**config.mk**
```make
export PLATFORM = sky130hd
export DESIGN_NAME = utf8_decode_cluster_mark
export DESIGN_NICKNAME = d
export VERILOG_FILES = /design/src/design/udcm_pkg.sv /design/src/design/udcm_core.sv /design/src/design/utf8_decode_cluster_mark.sv
export SDC_FILE = /design/constraint.sdc
export NUM_CORES = 1
export LEC_CHECK = 0
export BUFFER_PORTS_ARGS = -buffer_cell sky130_fd_sc_hd__buf_2
export CAP_MARGIN = 20
export CORE_UTILIZATION = 63
export DETAILED_ROUTE_END_ITERATION = 8
export PLACE_DENSITY = 0.89
export SLEW_MARGIN = 20
export SYNTH_ARGS = -nofsm -noshare
export SYNTH_HDL_FRONTEND = slang
export SYNTH_HIERARCHICAL = 1
export SYNTH_SLANG_ARGS = --single-unit
```
**constraint.sdc**
```tcl
create_clock -name clk_i -period 11.31 [get_ports clk_i]
set_input_delay 0.5655 -clock clk_i [delete_from_list [all_inputs] [get_ports clk_i]]
set_output_delay 0.5655 -clock clk_i [all_outputs]
set_load 0.01 [all_outputs]
```
**src/design/udcm_pkg.sv**
```systemverilog
// ---------------------------------------------------------------------------
// UTF-8 decoder package
// Request types, byte classes and the scalar and cluster checks used by the decoder.
// ---------------------------------------------------------------------------
package udcm_pkg;

  localparam int unsigned CpWidth = 21;

  localparam logic [CpWidth-1:0] CpMax       = 21'h10FFFF;
  localparam logic [CpWidth-1:0] SurrLo      = 21'h00D800;
  localparam logic [CpWidth-1:0] SurrHi      = 21'h00DFFF;
  localparam logic [CpWidth-1:0] CombLo      = 21'h000300;
  localparam logic [CpWidth-1:0] CombHi      = 21'h00036F;
  localparam logic [CpWidth-1:0] CombExtLo   = 21'h001AB0;
  localparam logic [CpWidth-1:0] CombExtHi   = 21'h001AFF;
  localparam logic [CpWidth-1:0] CombSupLo   = 21'h001DC0;
  localparam logic [CpWidth-1:0] CombSupHi   = 21'h001DFF;
  localparam logic [CpWidth-1:0] VarSelLo    = 21'h00FE00;
  localparam logic [CpWidth-1:0] VarSelHi    = 21'h00FE0F;
  localparam logic [CpWidth-1:0] Zwj         = 21'h00200D;
  localparam logic [CpWidth-1:0] Min2Byte    = 21'h000080;
  localparam logic [CpWidth-1:0] Min3Byte    = 21'h000800;
  localparam logic [CpWidth-1:0] Min4Byte    = 21'h010000;

  localparam logic [2:0] Len1 = 3'd1;
  localparam logic [2:0] Len2 = 3'd2;
  localparam logic [2:0] Len3 = 3'd3;
  localparam logic [2:0] Len4 = 3'd4;

  typedef enum logic [2:0] {
    BC_ASCII,
    BC_CONT,
    BC_LEAD2,
    BC_LEAD3,
    BC_LEAD4,
    BC_INVALID
  } byte_class_e;

  typedef struct packed {
    logic [7:0] data_byte;
    logic       text_end;
  } in_item_t;

  typedef struct packed {
    logic [CpWidth-1:0] code_point;
    logic [2:0]         byte_count;
    logic               starts_cluster;
  } out_item_t;

  // result of one decode step
  typedef struct packed {
    logic      emit;
    out_item_t item;
  } udcm_res_t;

  function automatic byte_class_e classify(input logic [7:0] b);
    byte_class_e c;
    priority if (b[7] == 1'b0)        c = BC_ASCII;
    else if (b[7:6] == 2'b10)         c = BC_CONT;
    else if (b[7:5] == 3'b110)        c = BC_LEAD2;
    else if (b[7:4] == 4'b1110)       c = BC_LEAD3;
    else if (b[7:3] == 5'b11110)      c = BC_LEAD4;
    else                              c = BC_INVALID;
    return c;
  endfunction

  function automatic logic scalar_ok(input logic [CpWidth-1:0] cp, input logic [2:0] cnt);
    logic ok;
    ok = 1'b1;
    if (cnt == Len2 && cp < Min2Byte) ok = 1'b0;
    if (cnt == Len3 && cp < Min3Byte) ok = 1'b0;
    if (cnt == Len4 && cp < Min4Byte) ok = 1'b0;
    if (cp >= SurrLo && cp <= SurrHi) ok = 1'b0;
    if (cp > CpMax)                   ok = 1'b0;
    return ok;
  endfunction

  function automatic logic joins_prev(input logic [CpWidth-1:0] prev,
                                      input logic [CpWidth-1:0] cp);
    logic j;
    j = (cp >= CombLo    && cp <= CombHi)    ||
        (cp >= CombExtLo && cp <= CombExtHi) ||
        (cp >= CombSupLo && cp <= CombSupHi) ||
        (cp >= VarSelLo  && cp <= VarSelHi)  ||
        (cp == Zwj);
    return j && (prev != '0);
  endfunction

endpackage

```
**src/design/udcm_core.sv**
```systemverilog
// ---------------------------------------------------------------------------
// UTF-8 decoder core
// Sequence state, validation and cluster marking for one byte per step.
// ---------------------------------------------------------------------------
module udcm_core
  import udcm_pkg::*;
(
  input  logic      clk_i,
  input  logic      rst_ni,
  input  logic      step_i,
  input  in_item_t  item_i,
  output udcm_res_t res_o
);

  logic [CpWidth-1:0] partial_q, partial_d;
  logic [2:0]         expect_q, expect_d;
  logic [2:0]         seen_q, seen_d;
  logic [CpWidth-1:0] prev_q, prev_d;
  logic               start_q, start_d;

  byte_class_e        cls;
  logic               handled;
  logic [CpWidth-1:0] acc;
  logic [2:0]         seen_inc;

  always_comb begin
    cls       = classify(item_i.data_byte);
    handled   = 1'b0;
    acc       = {partial_q[CpWidth-7:0], item_i.data_byte[5:0]};
    seen_inc  = 3'(seen_q + 3'd1);
    partial_d = partial_q;
    expect_d  = expect_q;
    seen_d    = seen_q;
    prev_d    = prev_q;
    start_d   = start_q;
    res_o     = '0;

    if (expect_q != '0) begin
      if (cls == BC_CONT) begin
        handled = 1'b1;
        if (seen_inc >= expect_q) begin
          partial_d = '0;
          expect_d  = '0;
          seen_d    = '0;
          if (scalar_ok(acc, expect_q)) begin
            res_o.emit            = 1'b1;
            res_o.item.code_point = acc;
            res_o.item.byte_count = expect_q;
          end
        end else begin
          partial_d = acc;
          seen_d    = seen_inc;
        end
      end else begin
        // broken sequence: drop it and treat this byte as a lead
        partial_d = '0;
        expect_d  = '0;
        seen_d    = '0;
      end
    end

    if (!handled) begin
      unique case (cls)
        BC_ASCII: begin
          res_o.emit            = 1'b1;
          res_o.item.code_point = CpWidth'(item_i.data_byte);
          res_o.item.byte_count = Len1;
        end
        BC_LEAD2: begin
          partial_d = CpWidth'(item_i.data_byte[4:0]);
          expect_d  = Len2;
          seen_d    = Len1;
        end
        BC_LEAD3: begin
          partial_d = CpWidth'(item_i.data_byte[3:0]);
          expect_d  = Len3;
          seen_d    = Len1;
        end
        BC_LEAD4: begin
          partial_d = CpWidth'(item_i.data_byte[2:0]);
          expect_d  = Len4;
          seen_d    = Len1;
        end
        BC_CONT, BC_INVALID: begin
          // stray or illegal byte, dropped
        end
      endcase
    end

    if (res_o.emit) begin
      res_o.item.starts_cluster = start_q || !joins_prev(prev_q, res_o.item.code_point);
      prev_d  = res_o.item.code_point;
      start_d = 1'b0;
    end

    if (item_i.text_end) begin
      partial_d = '0;
      expect_d  = '0;
      seen_d    = '0;
      prev_d    = '0;
      start_d   = 1'b1;
    end
  end

  always_ff @(posedge clk_i or negedge rst_ni) begin
    if (!rst_ni) begin
      partial_q <= '0;
      expect_q  <= '0;
      seen_q    <= '0;
      prev_q    <= '0;
      start_q   <= 1'b1;
    end else if (step_i) begin
      partial_q <= partial_d;
      expect_q  <= expect_d;
      seen_q    <= seen_d;
      prev_q    <= prev_d;
      start_q   <= start_d;
    end
  end

endmodule

```
**src/design/utf8_decode_cluster_mark.sv**
```systemverilog
// An accepted byte goes into the input register, then any code point it completes
// moves into the result register and raises out_valid_o. Throughput: one byte
// per cycle unless out_stall_i holds a full result register; the sequence
// state lives in the core and is updated in the same cycle the byte moves into
// the result register. Reset (rst_ni low, asynchronous) empties both registers,
// closes any open sequence and marks the start of a new text.
// ---------------------------------------------------------------------------
// UTF-8 decoder top level
// Valid/stall wrapper around the decode core with in and out registers.
// ---------------------------------------------------------------------------
module utf8_decode_cluster_mark
  import udcm_pkg::*;
(
  input  logic      clk_i,
  input  logic      rst_ni,
  input  logic      in_valid_i,
  output logic      in_stall_o,
  input  in_item_t  in_data_i,
  output logic      out_valid_o,
  input  logic      out_stall_i,
  output out_item_t out_data_o
);

  logic      in_valid_q;
  in_item_t  in_q;
  logic      out_valid_q;
  out_item_t out_q;
  logic      advance;
  logic      load;
  udcm_res_t res;

  // the result register frees up when empty or when taken this cycle
  assign advance    = !out_valid_q || !out_stall_i;
  assign load       = !in_valid_q || advance;
  assign in_stall_o = in_valid_q && !advance;

  always_ff @(posedge clk_i or negedge rst_ni) begin
    if (!rst_ni) begin
      in_valid_q <= 1'b0;
    end else if (load) begin
      in_valid_q <= in_valid_i;
    end
  end

  always_ff @(posedge clk_i) begin
    if (load && in_valid_i) begin
      in_q <= in_data_i;
    end
  end

  udcm_core u_core (
    .clk_i  (clk_i),
    .rst_ni (rst_ni),
    .step_i (in_valid_q && advance),
    .item_i (in_q),
    .res_o  (res)
  );

  always_ff @(posedge clk_i or negedge rst_ni) begin
    if (!rst_ni) begin
      out_valid_q <= 1'b0;
    end else if (advance) begin
      out_valid_q <= in_valid_q && res.emit;
    end
  end

  always_ff @(posedge clk_i) begin
    if (advance && in_valid_q && res.emit) begin
      out_q <= res.item;
    end
  end

  assign out_valid_o = out_valid_q;
  assign out_data_o  = out_q;

endmodule

```
---- Word level (Yosys, flattened, before mapping) ----
Cells that the tools add are included.
word-level totals
  bits in registers ....................... 85
  logic and storage cells ................. 115
  input port bits ......................... 13
operators by class
  reductions and logical operators ........ 32
  mux-type cells .......................... 43
  equality and inequality tests ........... 12
  $lt $le $gt $ge ......................... 15
  add/sub/neg operators ................... 1
operators by type and width
  cell                                                                  count
  two-way mux 25 bit                                                    6
  two-way mux 21 bit                                                    7
  one-hot mux 21 bit (3 select lines)                                   1
  two-way mux 3 bit                                                     15
  greater-or-equal comparator 21 x 13 -> 1 bit (second input constant)  2
  greater-or-equal comparator 21 x 16 -> 1 bit (second input constant)  2
  <= comparator 21 x 13 -> 1 bit (second input constant)                2
  <= comparator 21 x 16 -> 1 bit (second input constant)                2
  equality test 21 x 14 -> 1 bit (second input constant)                1
  greater-or-equal comparator 21 x 10 -> 1 bit (second input constant)  1
  greater-than comparator 21 bit (second input constant)                1
  <= comparator 21 x 10 -> 1 bit (second input constant)                1
  less-than comparator 21 x 12 -> 1 bit (second input constant)         1
  less-than comparator 21 x 17 -> 1 bit (second input constant)         1
  less-than comparator 21 x 8 -> 1 bit (second input constant)          1
  nonzero test 21 bit                                                   1
  logical AND 1 bit                                                     14
  two-way mux 1 bit                                                     13
  equality test 3 x 2 -> 1 bit (second input constant)                  4
  equality test 3 bit (second input constant)                           3
  one-hot mux 3 bit (3 select lines)                                    1
  logical OR 1 bit                                                      7
  equality test 5 bit (second input constant)                           1
  zero test 1 bit                                                       5
  10 further kinds                                                      10

---- Logic depth before layout (Yosys ltp) ----
  depth after elaboration ................. 25
  depth in mapped cells ................... 10
  depth with buffers taken out ............ 9

---- Modules after synthesis ----
The synthesis kept the hierarchy.
modules (own cells, without submodules)
  module                    seq. area each (µm²)  cells an instance  area each (µm²)  instances
  udcm_core                 1077.3                305                2735.1           1
  utf8_decode_cluster_mark  1071.0                45                 1119.8           1

---- Least setup slack after synthesis ----
Ideal clock, no wire load.
  path type ............................... reg2reg
  start ................................... register u_core.seen_q[0]
  end ..................................... register out_q, in the netlist out_data_o[0] (enable)
  cell stages (with the launch flop) ...... 10
  library setup time ...................... 0.415 ns
  data arrival time ....................... 3.226 ns
  slack ................................... 7.669 ns
  required time ........................... 10.895 ns
  clock period less this slack ............ 3.641 ns
  path through ............................ dfrtp_1 ha_1 ha_1 a211oi_1 nor3_1 a31oi_4 inv_2 buf_4 nand2_1 a21oi_1
RTL lines
  what                    line                            RTL
  start, declared         udcm_core.sv:17                 logic [2:0] seen_q, seen_d;
  start signal, assigned  udcm_core.sv:115                seen_q <= seen_d;
  end signal, assigned    utf8_decode_cluster_mark.sv:69  out_q <= res.item;
  end, declared           utf8_decode_cluster_mark.sv:27  out_item_t out_q;

==> flow_summary.json <==
{
  "place.gp.congestion": 0.957,
  "grt_usage": 0.311,
  "globalRouteOverflowTotal": 0,
  "grt_pass1_vias": 2769,
  "dr_total_vias": 3119,
  "clock_sinks": 79,
  "layout_min_cycle_time_ps": 3390,
  "reg2reg_setup_slack_ps": 7920,
  "dp.cells": 442,
  "cp_data_arrival_time_ps": 3480,
  "finalHoldViolCount": 0,
  "grt_start_max_net_pins": 48,
  "routed_wl_mm": 9.15,
  "crit_path_end_kind": "register",
  "reg2regPathDepth": 10,
  "first_pass_iters": 7,
  "cp_max_fo": 25,
  "num_rows": 28,
  "antenna_found_initial": 0,
  "gr-usage-met3": 0.0727,
  "cts_tree": "yes",
  "synth_top_area_share": 0.286,
  "r2r_start": "u_core/seen_q[0]",
  "synthArstFlopShare": 0.570,
  "cap_violations": 0,
  "slew_headroom": 0.415,
  "cts_hold_buf": 0,
  "drc": 0,
  "die_h_um": 80.2,
  "powerDensity_nw_per_um2": 149,
  "instances_no_fill": 458,
  "io_buffers": 39,
  "die_w_um": 80.2,
  "worst_pin_slew_ps": 877,
  "crit_required_ps": 11390,
  "crit_type": "reg -> reg",
  "numCtsBuffers": 9,
  "p_leak_nw": 1.75,
  "ys_warn_count": 6,
  "clock_latency_ps": 360,
  "regArea_sq_um": 2150,
  "root_buffer": "clkbuf_8",
  "synth.avg_cell_area_sq_um": 11.0,
  "layout.nets": 395,
  "fin_area_sq_um": 4250,
  "synth_nets": 367,
  "synth_seq_area_share": 0.557,
  "final_common_cell": "dfrtp_1",
  "ir_drop_mv": 0.123,
  "r2r_end": "out_data_o[0]",
  "setup_viol": 0,
  "period_share": 0.300,
  "fill_cells": 415,
  "ys_types": 56,
  "ys_ff_latch": 79,
  "antenna_left": 0,
  "fin_setup_tns_ps": 0,
  "post_cts_buffers": 0,
  "initial_core_util": 0.651,
  "via_per_inst": 6.81,
  "syn_to_final_growth_pct": 10.4,
  "placed_area_sq_um": 4050,
  "clkTransAtPathRegs_ps": 90,
  "status": "finished clean",
  "hp-class": "in -> async",
  "postCtsResizedCells": 0,
  "core_area_sq_um": 5920,
  "syn_area_sq_um": 3850,
  "fin_util": 0.719,
  "slew_violations": 0,
  "grt_first_pass_wirelength_mm": 14.5,
  "busiest_layer": "met2",
  "wl_per_cell_um": 20.0,
  "clockBufferDepth": 2,
  "grt_use_met1": 0.428,
  "finClkSkew_ps": 12.0,
  "antenna_cells": 0,
  "synth_edf_count": 34,
  "max_freq_ghz": 0.295,
  "synth-main-ff-cell": "dfrtp_1",
  "critPathLaunchType": "register",
  "drive_above_1_share": 0.178,
  "die_area_sq_um": 6440,
  "hpwl_mm": 6.03,
  "postSynthCellCount": 350,
  "ys_top_cells_by_area": "dfrtp_1, edfxtp_1, a22o_1",
  "synth_largest_area_cell": "dfrtp_1",
  "rsz0062_at_grt": "false",
  "layout_common_cells": "dfrtp_1, buf_2, edfxtp_1",
  "met2_usage": 0.474,
  "ios": 40,
  "drtIter0Drc": 620,
  "htree_num_levels": 3,
  "multi_input_area_sq_um": 1500
}
per-stage QoR:
stage          total power [mW]  setup WS [ps]  hold slack (ps)
6_report                  0.634           7920              200
5_1_grt                   0.659           7660              243
4_1_cts                   0.634           7970              371
3_5_place_dp              0.429           8020              501
3_3_place_gp              0.424           8130              493
2_1_floorplan             0.398           7670              270
cell families after synthesis:
logic type      Yosys count  share of synthesized area
buf+inv                  50                     0.0535
flops                    79                      0.557
mux                       1                    0.00389
fa+ha+maj                 4                     0.0130
compound gates           84                      0.171
xor+xnor                  1                    0.00227
simple gates            131                      0.199
final cells by class:
type	count	area share
clock buffer	10	0.0300
clock inverter	6	0.0165
inverter	26	0.0229
multi-input combinational	221	0.354
sequential	79	0.505
tap	75	0.0221
timing repair buffer	41	0.0500
where the power goes:
part           switching [mW]  internal [mW]  total, mW  leakage [nW]
combinational          0.0574         0.0313     0.0887         0.724
sequential             0.0184          0.319      0.337         0.937
clock                   0.105          0.103      0.208        0.0891
total                   0.181          0.453      0.634          1.75
flip-flops by register name, indices dropped and copies added (netlist names):
signal,cells
in_q,9
out_data_o,25
in_valid_q,1
u_core/prev_q,21
u_core/expect_q,3
u_core/start_q,1
u_core/partial_q,15
out_valid_o,1
u_core/seen_q,3
cells in the mapped netlist, drive strengths merged, types with 2 or more instances:
master,count
a21oi,5
a221o,6
a22o,15
a31oi,6
a32o,3
a32oi,8
and2,21
and3,2
and4,2
buf,9
clkbuf,15
dfrtp,44
edfxtp,34
ha,4
inv,25
nand2,15
nand2b,7
nand3,10
nand4,10
nor2,15
nor2b,20
nor3,9
nor3b,2
nor4,11
nor4b,3
o2111a,2
o2111ai,2
o21ai,13
o22ai,9
o311ai,4
o41ai,3
or3,2
metal layers:
layer | routed length (um) | up-vias | part of all wire
met1 | 3700 | 1496 | 0.40
met5 | 0 | - | 0
met3 | 904 | 36 | 0.099
li1 | - | 1370 | -
met2 | 4260 | 217 | 0.47
met4 | 281 | 0 | 0.031
worst max-delay path by stage:
stage	start	to	slack, ps	cells after the start
after detailed placement	u_core/seen_q[0]	out_data_o[12]	8020	10
after CTS	u_core/seen_q[0]	out_data_o[21]	7970	10
after global placement	u_core/seen_q[0]	out_data_o[0]	8130	10
final	u_core/seen_q[0]	out_data_o[0]	7920	10
after floorplan	u_core/seen_q[0]	out_data_o[0]	7670	9
after global routing	u_core/seen_q[0]	out_data_o[21]	7660	10
critical path: stages (launching register included):
cell	delay, ps
dfrtp_1	440
ha_1	270
xor2_1	160
ha_1	210
a211oi_1	470
nor3_1	220
a31oi_4	640
inv_2	250
nand2_1	170
a21oi_2	40
buf_4	240
No activity file was read; power rests on OpenSTA's default activity.
